$ cat src/hdl/pck_pkg.sv
package pck_pkg;

  // Group length and sample range.
  localparam int RECORD_LEN  = 16;
  localparam int SAMPLE_BITS = 24;

  // Field and datapath widths.
  localparam int SAMPLE_W  = 24;
  localparam int SUM_W     = 32;
  localparam int SQ_W      = 56;
  localparam int DW        = 64;
  localparam int MUL_W     = 32;
  localparam int CORR_W    = 16;
  localparam int Q_W       = CORR_W - 1;
  localparam int N_W       = $clog2(RECORD_LEN + 1);
  localparam int ISQ_STEPS = DW / 2;
  localparam int STEP_W    = $clog2(ISQ_STEPS);

  localparam logic [SAMPLE_W-1:0] SAMPLE_TOP = SAMPLE_W'((64'd1 << SAMPLE_BITS) - 64'd1);
  localparam logic [N_W-1:0]      N_CONST    = N_W'(RECORD_LEN);

  // Operations of the shared arithmetic unit.
  typedef enum logic [1:0] {
    ALU_ADD,
    ALU_SUB,
    ALU_MUL
  } alu_op_t;

  typedef struct packed {
    alu_op_t         op;
    logic [DW-1:0]   a;
    logic [DW-1:0]   b;
  } alu_req_t;

  typedef struct packed {
    logic [DW-1:0]   y;
    logic            borrow;
  } alu_rsp_t;

  // Sequencer states.
  typedef enum logic [4:0] {
    S_IDLE,
    S_XX_MUL,
    S_XX_ADD,
    S_YY_MUL,
    S_YY_ADD,
    S_XY_MUL,
    S_XY_ADD,
    S_SX_ADD,
    S_SY_ADD,
    S_NXY,
    S_SXSY_MUL,
    S_MAG_AB,
    S_MAG_BA,
    S_NSQ,
    S_SQ_MUL,
    S_SP_SUB,
    S_ISQ,
    S_DEN_MUL,
    S_CMP,
    S_DIV,
    S_DONE
  } state_t;

endpackage

$ cat src/hdl/pck_in_if.sv
interface pck_in_if;
  import pck_pkg::*;

  logic                valid;
  logic                ready;
  logic [SAMPLE_W-1:0] x_sample;
  logic [SAMPLE_W-1:0] y_sample;

  modport source (output valid, x_sample, y_sample, input ready);
  modport sink (input valid, x_sample, y_sample, output ready);
endinterface

$ cat src/hdl/pck_out_if.sv
interface pck_out_if;
  import pck_pkg::*;

  logic                     valid;
  logic                     ready;
  logic signed [CORR_W-1:0] correlation;
  logic                     valid_res;

  modport source (output valid, correlation, valid_res, input ready);
  modport sink (input valid, correlation, valid_res, output ready);
endinterface

$ cat src/hdl/pck_alu.sv
module pck_alu (
  input  pck_pkg::alu_req_t req,
  output pck_pkg::alu_rsp_t rsp
);
  import pck_pkg::*;

  logic [DW:0]          diff;
  logic [2*MUL_W-1:0]   prod;

  // One adder, one subtractor with borrow out and one 32 by 32 multiplier.
  always_comb begin
    diff       = {1'b0, req.a} - {1'b0, req.b};
    prod       = req.a[MUL_W-1:0] * req.b[MUL_W-1:0];
    rsp.borrow = diff[DW];
    unique case (req.op)
      ALU_ADD: rsp.y = req.a + req.b;
      ALU_SUB: rsp.y = diff[DW-1:0];
      ALU_MUL: rsp.y = DW'(prod);
      default: rsp.y = '0;
    endcase
  end

endmodule

$ cat src/hdl/pearson_correlation_kernel.sv
// Pearson correlation over groups of RECORD_LEN sample pairs.
// Input channel samples carries x_sample and y_sample; output channel result carries
// correlation (signed Q1.15, clamped to +/-32767) and valid_res (0 when either series
// has zero spread, in which case correlation is 0). Both use valid/ready.
// For each pair, ready is high only in the idle state, and the pair then runs 8
// operations (three products, five sums) through the one shared arithmetic unit.
// After the last pair of a group the same unit computes the numerator, both square
// roots (32 steps each) and the Q1.15 quotient (15 steps). No item is taken while
// this runs; the result register is then loaded.
// The result register lets the next group start while a result waits. If a new result
// is ready before the old one is taken, the sequencer holds until the receiver takes it.
// Synchronous reset clears all sums, the pair count and the result valid flag.
module pearson_correlation_kernel (
  input logic       clk,
  input logic       rst,
  pck_in_if.sink    samples,
  pck_out_if.source result
);
  import pck_pkg::*;

  state_t                   state;
  state_t                   state_next;
  alu_req_t                 req;
  alu_rsp_t                 rsp;

  logic [N_W-1:0]           count;
  logic [SUM_W-1:0]         sum_x;
  logic [SUM_W-1:0]         sum_y;
  logic [SQ_W-1:0]          sum_xx;
  logic [SQ_W-1:0]          sum_yy;
  logic [SQ_W-1:0]          sum_xy;

  logic [SAMPLE_W-1:0]      x_sat;
  logic [SAMPLE_W-1:0]      y_sat;
  logic [DW-1:0]            acc;
  logic [DW-1:0]            opa;
  logic [DW-1:0]            rem;
  logic [DW-1:0]            den;
  logic [N_W-1:0]           nsh;
  logic [STEP_W-1:0]        step;
  logic                     neg;
  logic                     pass_y;
  logic [DW-1:0]            sq_v;
  logic [DW-1:0]            sq_rem;
  logic [MUL_W-1:0]         sq_root;
  logic [MUL_W-1:0]         root_x;
  logic [Q_W-1:0]           quo;
  logic                     defined;

  logic                     out_valid;
  logic signed [CORR_W-1:0] out_corr;
  logic                     out_def;

  logic                     accept;
  logic                     done_load;
  logic [DW-1:0]            sa_src;
  logic [DW-1:0]            sa_add;
  logic [SUM_W-1:0]         sq_sel;
  logic [DW-1:0]            isq_cur;
  logic [DW-1:0]            isq_trial;
  logic [MUL_W-1:0]         root_upd;
  logic [DW-1:0]            div_shift;
  logic                     div_take;
  logic [CORR_W-1:0]        corr_mag;
  logic [CORR_W-1:0]        corr_val;

  pck_alu u_alu (
    .req (req),
    .rsp (rsp)
  );

  // Handshake and port drive.
  assign samples.ready      = (state == S_IDLE);
  assign accept             = samples.valid && samples.ready;
  assign done_load          = (state == S_DONE) && (!out_valid || result.ready);
  assign result.valid       = out_valid;
  assign result.correlation = out_corr;
  assign result.valid_res   = out_def;

  // Operand shaping for the shift-add multiply by the group length.
  assign sa_src = (state == S_NXY) ? DW'(sum_xy) : (pass_y ? DW'(sum_yy) : DW'(sum_xx));
  assign sa_add = nsh[N_W-1] ? sa_src : '0;
  assign sq_sel = pass_y ? sum_y : sum_x;

  // Square root digit recurrence: bring down two bits, try (4*root + 1).
  assign isq_cur   = {sq_rem[DW-3:0], sq_v[DW-1:DW-2]};
  assign isq_trial = DW'({sq_root, 2'b01});
  assign root_upd  = {sq_root[MUL_W-2:0], !rsp.borrow};

  // Restoring division step; the bit shifted out of the top always allows a subtract.
  assign div_shift = {rem[DW-2:0], 1'b0};
  assign div_take  = rem[DW-1] || !rsp.borrow;

  // Signed result from magnitude and sign.
  assign corr_mag = {1'b0, quo};
  assign corr_val = neg ? (CORR_W'(0) - corr_mag) : corr_mag;

  // State register.
  always_ff @(posedge clk) begin
    if (rst) begin
      state <= S_IDLE;
    end else begin
      state <= state_next;
    end
  end

  // Next state and the operation issued to the shared unit.
  always_comb begin
    state_next = state;
    req.op     = ALU_ADD;
    req.a      = '0;
    req.b      = '0;
    unique case (state)
      S_IDLE: begin
        if (samples.valid) state_next = S_XX_MUL;
      end
      S_XX_MUL: begin
        req.op     = ALU_MUL;
        req.a      = DW'(x_sat);
        req.b      = DW'(x_sat);
        state_next = S_XX_ADD;
      end
      S_XX_ADD: begin
        req.a      = DW'(sum_xx);
        req.b      = acc;
        state_next = S_YY_MUL;
      end
      S_YY_MUL: begin
        req.op     = ALU_MUL;
        req.a      = DW'(y_sat);
        req.b      = DW'(y_sat);
        state_next = S_YY_ADD;
      end
      S_YY_ADD: begin
        req.a      = DW'(sum_yy);
        req.b      = acc;
        state_next = S_XY_MUL;
      end
      S_XY_MUL: begin
        req.op     = ALU_MUL;
        req.a      = DW'(x_sat);
        req.b      = DW'(y_sat);
        state_next = S_XY_ADD;
      end
      S_XY_ADD: begin
        req.a      = DW'(sum_xy);
        req.b      = acc;
        state_next = S_SX_ADD;
      end
      S_SX_ADD: begin
        req.a      = DW'(sum_x);
        req.b      = DW'(x_sat);
        state_next = S_SY_ADD;
      end
      S_SY_ADD: begin
        req.a      = DW'(sum_y);
        req.b      = DW'(y_sat);
        state_next = (count == N_CONST) ? S_NXY : S_IDLE;
      end
      S_NXY: begin
        req.a = {acc[DW-2:0], 1'b0};
        req.b = sa_add;
        if (step == '0) state_next = S_SXSY_MUL;
      end
      S_SXSY_MUL: begin
        req.op     = ALU_MUL;
        req.a      = DW'(sum_x);
        req.b      = DW'(sum_y);
        state_next = S_MAG_AB;
      end
      S_MAG_AB: begin
        req.op     = ALU_SUB;
        req.a      = opa;
        req.b      = acc;
        state_next = S_MAG_BA;
      end
      S_MAG_BA: begin
        req.op     = ALU_SUB;
        req.a      = acc;
        req.b      = opa;
        state_next = S_NSQ;
      end
      S_NSQ: begin
        req.a = {acc[DW-2:0], 1'b0};
        req.b = sa_add;
        if (step == '0) state_next = S_SQ_MUL;
      end
      S_SQ_MUL: begin
        req.op     = ALU_MUL;
        req.a      = DW'(sq_sel);
        req.b      = DW'(sq_sel);
        state_next = S_SP_SUB;
      end
      S_SP_SUB: begin
        req.op     = ALU_SUB;
        req.a      = rem;
        req.b      = acc;
        state_next = S_ISQ;
      end
      S_ISQ: begin
        req.op = ALU_SUB;
        req.a  = isq_cur;
        req.b  = isq_trial;
        if (step == '0) state_next = pass_y ? S_DEN_MUL : S_NSQ;
      end
      S_DEN_MUL: begin
        req.op     = ALU_MUL;
        req.a      = DW'(root_x);
        req.b      = DW'(sq_root);
        state_next = S_CMP;
      end
      S_CMP: begin
        req.op = ALU_SUB;
        req.a  = opa;
        req.b  = den;
        if (den == '0 || !rsp.borrow) begin
          state_next = S_DONE;
        end else begin
          state_next = S_DIV;
        end
      end
      S_DIV: begin
        req.op = ALU_SUB;
        req.a  = div_shift;
        req.b  = den;
        if (step == '0) state_next = S_DONE;
      end
      S_DONE: begin
        if (!out_valid || result.ready) state_next = S_IDLE;
      end
      default: state_next = S_IDLE;
    endcase
  end

  // Running sums, pair count and result valid.
  always_ff @(posedge clk) begin
    if (rst) begin
      count     <= '0;
      sum_x     <= '0;
      sum_y     <= '0;
      sum_xx    <= '0;
      sum_yy    <= '0;
      sum_xy    <= '0;
      out_valid <= 1'b0;
    end else begin
      if (accept) count <= count + N_W'(1);
      if (state == S_XX_ADD) sum_xx <= rsp.y[SQ_W-1:0];
      if (state == S_YY_ADD) sum_yy <= rsp.y[SQ_W-1:0];
      if (state == S_XY_ADD) sum_xy <= rsp.y[SQ_W-1:0];
      if (state == S_SX_ADD) sum_x <= rsp.y[SUM_W-1:0];
      if (state == S_SY_ADD) sum_y <= rsp.y[SUM_W-1:0];
      if (done_load) begin
        count     <= '0;
        sum_x     <= '0;
        sum_y     <= '0;
        sum_xx    <= '0;
        sum_yy    <= '0;
        sum_xy    <= '0;
        out_valid <= 1'b1;
      end else if (result.ready) begin
        out_valid <= 1'b0;
      end
    end
  end

  // Work registers of the finishing sequence and the result payload.
  always_ff @(posedge clk) begin
    if (done_load) begin
      out_corr <= $signed(corr_val);
      out_def  <= defined;
    end
    unique case (state)
      S_IDLE: begin
        if (samples.valid) begin
          x_sat <= (samples.x_sample > SAMPLE_TOP) ? SAMPLE_TOP : samples.x_sample;
          y_sat <= (samples.y_sample > SAMPLE_TOP) ? SAMPLE_TOP : samples.y_sample;
        end
      end
      S_XX_MUL, S_YY_MUL, S_XY_MUL: begin
        acc <= rsp.y;
      end
      S_SY_ADD: begin
        acc  <= '0;
        nsh  <= N_CONST;
        step <= STEP_W'(N_W - 1);
      end
      S_NXY, S_NSQ: begin
        acc  <= rsp.y;
        nsh  <= {nsh[N_W-2:0], 1'b0};
        step <= step - STEP_W'(1);
      end
      S_SXSY_MUL: begin
        opa <= acc;
        acc <= rsp.y;
      end
      S_MAG_AB: begin
        rem <= rsp.y;
        neg <= rsp.borrow;
      end
      S_MAG_BA: begin
        // Magnitude of the numerator; the sign was taken in the step before.
        opa    <= neg ? rsp.y : rem;
        acc    <= '0;
        nsh    <= N_CONST;
        step   <= STEP_W'(N_W - 1);
        pass_y <= 1'b0;
      end
      S_SQ_MUL: begin
        rem <= acc;
        acc <= rsp.y;
      end
      S_SP_SUB: begin
        // A spread that would go negative is taken as zero.
        sq_v    <= rsp.borrow ? '0 : rsp.y;
        sq_rem  <= '0;
        sq_root <= '0;
        step    <= STEP_W'(ISQ_STEPS - 1);
      end
      S_ISQ: begin
        sq_v    <= {sq_v[DW-3:0], 2'b00};
        sq_rem  <= rsp.borrow ? isq_cur : rsp.y;
        sq_root <= root_upd;
        if (step == '0 && !pass_y) begin
          root_x <= root_upd;
          pass_y <= 1'b1;
          acc    <= '0;
          nsh    <= N_CONST;
          step   <= STEP_W'(N_W - 1);
        end else begin
          step <= step - STEP_W'(1);
        end
      end
      S_DEN_MUL: begin
        den <= rsp.y;
      end
      S_CMP: begin
        if (den == '0) begin
          defined <= 1'b0;
          quo     <= '0;
        end else if (!rsp.borrow) begin
          // Magnitude at or above the denominator clamps to full scale.
          defined <= 1'b1;
          quo     <= '1;
        end else begin
          defined <= 1'b1;
          quo     <= '0;
          rem     <= opa;
          step    <= STEP_W'(Q_W - 1);
        end
      end
      S_DIV: begin
        rem  <= div_take ? rsp.y : div_shift;
        quo  <= {quo[Q_W-2:0], div_take};
        step <= step - STEP_W'(1);
      end
      default: begin
      end
    endcase
  end

endmodule

$ cat src/flat_wrapper.sv
// flat-port wrapper written by rule: the top's interface ports become plain ports
module pearson_correlation_kernel_flat import pck_pkg::*;
  (clk, rst, samples_valid, samples_x_sample, samples_y_sample, samples_ready, result_valid, result_correlation, result_valid_res, result_ready);
  pck_in_if samples_i ();
  pck_out_if result_i ();
  input logic clk;
  input logic rst;
  input wire logic [$bits(samples_i.valid)-1:0] samples_valid;
  input wire logic [$bits(samples_i.x_sample)-1:0] samples_x_sample;
  input wire logic [$bits(samples_i.y_sample)-1:0] samples_y_sample;
  output wire logic [$bits(samples_i.ready)-1:0] samples_ready;
  output wire logic [$bits(result_i.valid)-1:0] result_valid;
  output wire logic [$bits(result_i.correlation)-1:0] result_correlation;
  output wire logic [$bits(result_i.valid_res)-1:0] result_valid_res;
  input wire logic [$bits(result_i.ready)-1:0] result_ready;
  assign samples_i.valid = samples_valid;
  assign samples_i.x_sample = samples_x_sample;
  assign samples_i.y_sample = samples_y_sample;
  assign samples_ready = samples_i.ready;
  assign result_valid = result_i.valid;
  assign result_correlation = result_i.correlation;
  assign result_valid_res = result_i.valid_res;
  assign result_i.ready = result_ready;
  pearson_correlation_kernel u_core (.clk(clk), .rst(rst), .samples(samples_i), .result(result_i));
endmodule
$ cat config.mk
export PLATFORM = sky130hd
export DESIGN_NAME = pearson_correlation_kernel_flat
export DESIGN_NICKNAME = d
export VERILOG_FILES = /design/src/hdl/pck_pkg.sv /design/src/hdl/pck_in_if.sv /design/src/hdl/pck_out_if.sv /design/src/hdl/pck_alu.sv /design/src/hdl/pearson_correlation_kernel.sv /design/src/flat_wrapper.sv
export SDC_FILE = /design/constraint.sdc
export NUM_CORES = 2
export LEC_CHECK = 0
export BUFFER_PORTS_ARGS = -buffer_cell sky130_fd_sc_hd__buf_2
export CAP_MARGIN = 20
export CORE_MARGIN = 10
export CORE_UTILIZATION = 35
export DETAILED_ROUTE_END_ITERATION = 7
export GPL_ROUTABILITY_DRIVEN = 0
export PLACE_DENSITY = 0.54
export SYNTH_ARGS = -nofsm -noshare
export SYNTH_HDL_FRONTEND = slang
export SYNTH_SLANG_ARGS = --single-unit
export TNS_END_PERCENT = 5
$ cat constraint.sdc
create_clock -name clk -period 22.1 [get_ports clk]
set_input_delay 2.21 -clock clk [delete_from_list [all_inputs] [get_ports clk]]
set_output_delay 2.21 -clock clk [all_outputs]
set_load 0.01 [all_outputs]
== After elaboration in Yosys (flattened, before gate mapping) ==
Cells that the tools add are included.

* Register bits after elaboration: 782
* Output and inout port bits: 19

* $add $sub $neg: 5
* Multipliers: 1
* $lt $le $gt $ge: 2
* Equality and inequality tests: 32
* Muxes and demuxes: 45
* Reductions and logical operators: 37

{| class="wikitable"
|+ Operators with widths
! kind !! number
|-
| one-hot mux 128 bit (18 select lines) || 1
|-
| two-way mux 64 bit || 8
|-
| one-hot mux 64 bit (3 select lines) || 2
|-
| one-hot mux 64 bit (2 select lines) || 2
|-
| one-hot mux 64 bit (4 select lines) || 1
|-
| one-hot mux 62 bit (2 select lines) || 1
|-
| one-hot mux 5 bit (21 select lines) || 1
|-
| subtractor 64 x 64 -> 65 bit || 1
|-
| adder 64 bit || 1
|-
| logical NOT 64 bit || 1
|-
| multiplier 32 x 32 -> 64 bit || 1
|-
| one-hot mux 32 bit (2 select lines) || 1
|-
| two-way mux 62 bit || 1
|-
| two-way mux 56 bit || 1
|-
| two-way mux 5 bit || 11
|-
| > comparator 24 bit, second input constant || 2
|-
| two-way mux 15 bit || 3
|-
| equality test 5 x 4 -> 1 bit, second input constant || 8
|-
| two-way mux 32 bit || 1
|-
| equality test 5 bit, second input constant || 6
|-
| one-hot mux 15 bit (2 select lines) || 1
|-
| one-hot mux 5 bit (5 select lines) || 1
|-
| equality test 5 x 3 -> 1 bit, second input constant || 4
|-
| subtractor 1 x 15 -> 16 bit, first input constant || 1
|-
| other kinds (30) || 61
|}

== Depth between registers and ports, before layout ==
* Word-level depth: 9
* Depth in mapped cells: 43
* Gate-level depth less buffers: 36

== Cells and area by module ==
From an unflattened synthesis, not the netlist that was laid out.

* Cells, all modules: 8777
* Area, all modules: 79724.0 um^2

{| class="wikitable"
|+ Modules (own cells, without submodules)
! module !! times used !! cells each !! area each (um^2) !! seq. area each (um^2)
|-
| pck_alu || 1 || 4934 || 41095.7 || 0.0
|-
| pearson_correlation_kernel || 1 || 3843 || 38628.3 || 20930.1
|}

== Worst setup path after synthesis ==
Ideal clock, no wire load.

* Path type: reg-to-reg
* From: register u_core.state[2]
* To: register u_core.rem[59] (data pin)
* Data arrival time: 11611 ps
* Required time: 21839 ps
* Slack: 10228 ps
* Stages on the path, launching flop included: 38
* Path buffers: 6
* Cell sequence: dfxtp_1 buf_2 or3b_1 buf_2 nor2_1 clkbuf_1 buf_1 a22oi_1 nand4_1 clkbuf_1 nand2_1 fa_1 inv_1 fa_1 inv_1 fa_1 fa_1 inv_1 [2 not listed] fa_1 inv_1 fa_1 inv_1 ha_1 clkbuf_1 a21oi_1 o21ai_0 nand3_1 a21oi_1 a2111o_1 and2_1 o31a_1 a211oi_1 or4b_1 nand2_1 o21ai_0 a221o_1

* Cells in the longest elaborated chain, start to end: 9

{| class="wikitable"
|+ RTL lines
! item !! RTL line !! RTL
|-
| start, declared || pearson_correlation_kernel.sv:21 || <nowiki>state_t state;</nowiki>
|-
| start signal, assigned || pearson_correlation_kernel.sv:103 || <nowiki>state <= state_next;</nowiki>
|-
| branches (longest 8 deep; another with multiplier 32 x 32 -> 64 bit) || -- ||
|-
| one-hot mux 64 bit (4 select lines) (*) || pearson_correlation_kernel.sv:272 || <nowiki>unique case (state)</nowiki>
|-
| end signal, assigned || pearson_correlation_kernel.sv:297 || <nowiki>rem <= rsp.y;</nowiki>
|-
| end signal, assigned || pearson_correlation_kernel.sv:347 || <nowiki>rem <= opa;</nowiki>
|-
| end signal, assigned || pearson_correlation_kernel.sv:352 || <nowiki>rem <= div_take ? rsp.y : div_shift;</nowiki>
|-
| end, declared || pearson_correlation_kernel.sv:37 || <nowiki>logic [DW-1:0] rem;</nowiki>
|}

Every way passes the cells marked *.
A chain may end at the register's enable or synchronous reset.

== Final worst setup path ==
* From: register u_core.state[2]
* To: register u_core.opa[47] (data pin)

* Cells in the longest elaborated chain, start to end: 8

{| class="wikitable"
|+ RTL lines
! item !! RTL line !! RTL
|-
| equality test 5 x 4 -> 1 bit || pearson_correlation_kernel.sv:81, pearson_correlation_kernel.sv:113 ||
|-
| two-way mux 64 bit || pearson_correlation_kernel.sv:81 || <nowiki>assign sa_src = (state == S_NXY) ? DW'(sum_xy) : (pass_y ? DW'(sum_yy) : DW'(sum_xx));</nowiki>
|-
| two-way mux 64 bit || pearson_correlation_kernel.sv:82 || <nowiki>assign sa_add = nsh[N_W-1] ? sa_src : '0;</nowiki>
|-
| one-hot mux 128 bit (18 select lines) || pearson_correlation_kernel.sv:113 || <nowiki>unique case (state)</nowiki>
|-
| multiplier 32 x 32 -> 64 bit (tied with other cells) || pck_alu.sv:13 || <nowiki>prod = req.a[MUL_W-1:0] * req.b[MUL_W-1:0];</nowiki>
|-
| one-hot mux 64 bit (3 select lines) || pck_alu.sv:15 || <nowiki>unique case (req.op)</nowiki>
|-
| two-way mux 64 bit || pearson_correlation_kernel.sv:302 || <nowiki>opa <= neg ? rsp.y : rem;</nowiki>
|-
| one-hot mux 64 bit (2 select lines) (*) || pearson_correlation_kernel.sv:272 ||
|-
| end signal, assigned || pearson_correlation_kernel.sv:302 ||
|-
| end, declared || pearson_correlation_kernel.sv:36 || <nowiki>logic [DW-1:0] opa;</nowiki>
|}

Every way passes the cells marked *; elsewhere a longest branch is shown, timed or not.

==> run summary <==
The run finished, with violations left. The checks that failed: design-rule violations. The total negative slack came out at 0 ns. The cell type of the slowest stage on the worst timing path is a311oi_1.

Max-cap violations in this run came to 0. The top fanout value on the critical path came out at 59. Of the synthesized area, sequential elements account for 0.264. The slack of the critical path is 7.93 ns. The total via count in the routed design is 72800. The depth of the worst hold-timing path is 0. The final number of hold-violating endpoints came to 0.

The remaining design rule violation count came out at 2. The tightest min-delay check is of the reg2reg type. The count of different cell masters after synthesis is 108.

For hold timing, the worst endpoint is u_core.result.valid_res. The worst clock skew is 0.0427 ns. The via count normalized by instance count is 6.19.

The worst register-to-register path ends at u_core.opa[47]. The routed length per placed instance is 30.1 um. TritonCTS built the clock tree. The largest net degree at the start of global routing came out at 106.

IR analysis of the VDD net gives a maximum drop of 0.107 mV. The post-synth net total came out at 10300. After floorplanning, the core was divided into 174 placement rows. The residual overflow from global routing is 0. fa_1 takes more of the synthesized area than any other cell. The area share of the largest cell type after synthesis is 0.227.

The final max-slew violation count was 0. The first-pass GRT wire length is 509000 um. In the post-synthesis netlist, the biggest area contributors are fa_1 (23%), edfxtp_1 (20%), ha_1 (6.2%).

The top-level port count came out at 71. The count of cells along the worst register-to-register path came out at 37. Setup repair after global routing left no endpoint under its margin. The area growth from synthesis to layout is 8.09%.

The layout has 22800 filler cells. The maximum clock rate is 70.6 MHz. The initial antenna violation count came out at 10. The fraction of the cycle the final worst path needs came out at 0.641. The clock tree synthesis step divided the H-tree into 3 levels. The total of flip-flops plus latches after synthesis is 778. The area of the placeable core came out at 0.225 sq mm. Data on the critical path is required at its endpoint by 22.62 ns. The starting density of the core came out at 0.352. For the pin with the worst max-slew slack, the measured transition is 1.21 ns. The die outline area came out at 0.246 sq mm. For this design, the sink count on the clock tree is 778. Among all flip-flop cells after synthesis, the most frequent one is edfxtp_1. The worst register-to-register path begins at u_core.state[2]. The die width came out at 496 um. The area of the mapped netlist is 0.0793 sq mm. The routed wire length came out at 354000 um. Detailed placement ended at an HPWL of 246000 um. The setup fix buffers added after clock tree synthesis came out at 0. Summed over all cells, the static leakage comes to 36.1 nW.

Clock latency on the worst-skew pair, taken at its later pin, is 0.72 ns. The worst setup path is captured at a register. The max-slew headroom at the worst pin is 0.190.

Setup slack on the worst reg-to-reg path comes out at 7.93 ns. The launch instance of the worst min-delay path is u_core.defined. The total CTS buffers is 81. The clock-pin slew reported for the worst setup and hold paths after clock tree synthesis came out at 0.06 ns. The longest clock path from root to sink contains 3 buffers. The minimum clock period is 14.17 ns. The design draws 7.22 mW. The first detailed-routing pass ran for 8 iterations. In this design, the stage delay of the slowest critical-path cell is 0.82 ns. The post-placement setup slack is 8.36 ns. The number of enable-type register cells in the synthesized netlist is 535. The initial detailed-routing violation count is 10900.

For this run, asynchronously set or reset flops after synthesis account for 0. The number of nets still failing antenna checks after routing is 0. The net count of the finished layout is 10000. STA puts the critical path data arrival time at 14.69 ns. The number of instances in the synthesized netlist is 8995.

The mean instance size in the synthesized netlist came out at 8.82 sq um. The worst setup path is launched from a register. Gates resized during post-CTS repair numbered 0. The critical path class is reg2reg.

The via count of the first global-routing pass came out at 72400. The total power divided by cell area came out at 84.2 mW/mm^2. The total of buffers placed on input and output ports is 70.

In the global route stage, overall resource usage came out at 0.278. The yosys synthesis warning count came out at 0. The number of setup violations in the final report is 0. After clock tree synthesis, the flow added hold-fix buffers numbering 0. The most numerous cell type found on the critical path is fa_1. Measured along the y axis, the die boundary spans 496 um.

The root buffer cell chosen for the clock tree is clkbuf_16. The fraction of final layout cells with drive strength greater than 1 came out at 0.0637.
stage by stage:
step | cell area [sq um] | util | hold slack [ns] | instances
6_report | 85700 | 0.381 | 0.419 | 11800
5_1_grt | 85700 | 0.381 | 0.433 | 11800
4_1_cts | 85700 | 0.381 | 0.421 | 11700
3_5_place_dp | 83000 | 0.369 | 0.420 | 11600
3_3_place_gp | 83000 | 0.369 | 0.420 | 11600
2_1_floorplan | 79300 | - | 0.400 | 8995
where the power goes:
part	leakage [nW]	internal, mW	switching (mW)
clock network	1.30	0.770	0.652
logic	27.6	1.09	2.96
registers	7.17	1.67	0.0753
total	36.1	3.53	3.69
cell families after synthesis:
family	Yosys count	synth area share
xor gates and xnor gates	88	0.00972
muxes	105	0.0133
buffers and inverters	1906	0.0910
AOI/OAI and AO/OA	2184	0.192
DFF	778	0.264
adders and majority gates	1293	0.289
and+or+nand+nor	2641	0.142
cells in the mapped netlist (31+ instances only):
| master | instances |
|---|---|
| inv_1 | 1193 |
| nor2_1 | 1155 |
| nand2_1 | 949 |
| fa_1 | 898 |
| clkbuf_1 | 565 |
| edfxtp_1 | 535 |
| a21oi_1 | 448 |
| ha_1 | 394 |
| o21ai_0 | 390 |
| a211oi_1 | 270 |
| dfxtp_1 | 243 |
| a22oi_1 | 242 |
| and3_1 | 116 |
| mux2i_1 | 105 |
| a221oi_1 | 103 |
| a21o_1 | 94 |
| a222oi_1 | 83 |
| nor3_1 | 80 |
| buf_1 | 78 |
| nand4_1 | 72 |
| a22o_1 | 67 |
| xnor2_1 | 61 |
| nand3_1 | 57 |
| o221ai_1 | 52 |
| o31ai_1 | 49 |
| a221o_1 | 48 |
| buf_2 | 44 |
| o21bai_1 | 44 |
| nor2b_1 | 36 |
| o211ai_1 | 36 |
| nor4_1 | 35 |
| o21a_1 | 33 |
| nand2b_1 | 31 |
worst max-delay path: cells and delay by family, from the launching register on:
kind,cells,cell delay (ns)
flip-flops,1,0.46
AND/OR/NAND/NOR,5,1.30
XOR/XNOR,1,0.71
AO/OA/AOI/OAI,11,3.47
buffers and inverters,10,3.48
adder cells (fa/ha/maj),9,4.19
multiplexers,1,0.13
worst max path at each step:
stage | from | to | slack [ns] | cells past startpoint
final | u_core.state[2] | u_core.opa[47] | 7.93 | 37
after global routing | u_core.state[2] | u_core.sq_v[63] | 7.45 | 36
after CTS | u_core.state[2] | u_core.sq_v[63] | 8.29 | 36
after detailed placement | u_core.state[2] | u_core.sq_v[53] | 8.36 | 37
after global placement | u_core.state[2] | u_core.sq_v[53] | 8.56 | 37
after floorplan | u_core.state[2] | u_core.rem[59] | 10.23 | 37
registers in the layout, summed over array words and instances, names as in the netlist, 15 cells and up:
signal,flops
u_core.den,64
u_core.quo,15
u_core.sq_root,32
u_core.sum_xy,56
u_core.rem,64
u_core.y_sat,24
u_core.sq_v,64
u_core.result.correlation,16
u_core.sum_xx,56
u_core.acc,64
u_core.sum_x,32
u_core.x_sat,24
u_core.root_x,32
u_core.sq_rem,62
u_core.sum_y,32
u_core.opa,64
u_core.sum_yy,56
area by class of cell:
type	instances	area (sq um)	area share
Antenna cell	9	22.5	0.000263
Tap cell	2992	3740	0.0437
Multi-Input combinational cell	6311	51600	0.602
Clock inverter	33	327	0.00381
Timing Repair Buffer	300	2180	0.0255
Sequential cell	778	20900	0.244
Inverter	1217	4570	0.0534
Clock buffer	118	2340	0.0273
layout by cell type (no fill, tap or decap), types with 268 or more instances in the layout:
master	n
a211oi_1	268
a21oi_1	434
edfxtp_1	535
fa_1	898
ha_1	394
inv_1	1190
nand2_1	940
nor2_1	1137
o21ai_0	389
routing by layer:
| layer | share of wire | vias to the layer above | track usage |
|---|---|---|---|
| li1 | - | 30000 | - |
| met1 | 0.38 | 36200 | 0.361 |
| met2 | 0.42 | 5386 | 0.415 |
| met3 | 0.12 | 1116 | 0.0709 |
| met4 | 0.075 | 8 | 0.171 |
| met5 | 0.00047 | - | 0.00386 |
(Power assumes the default switching activity.)
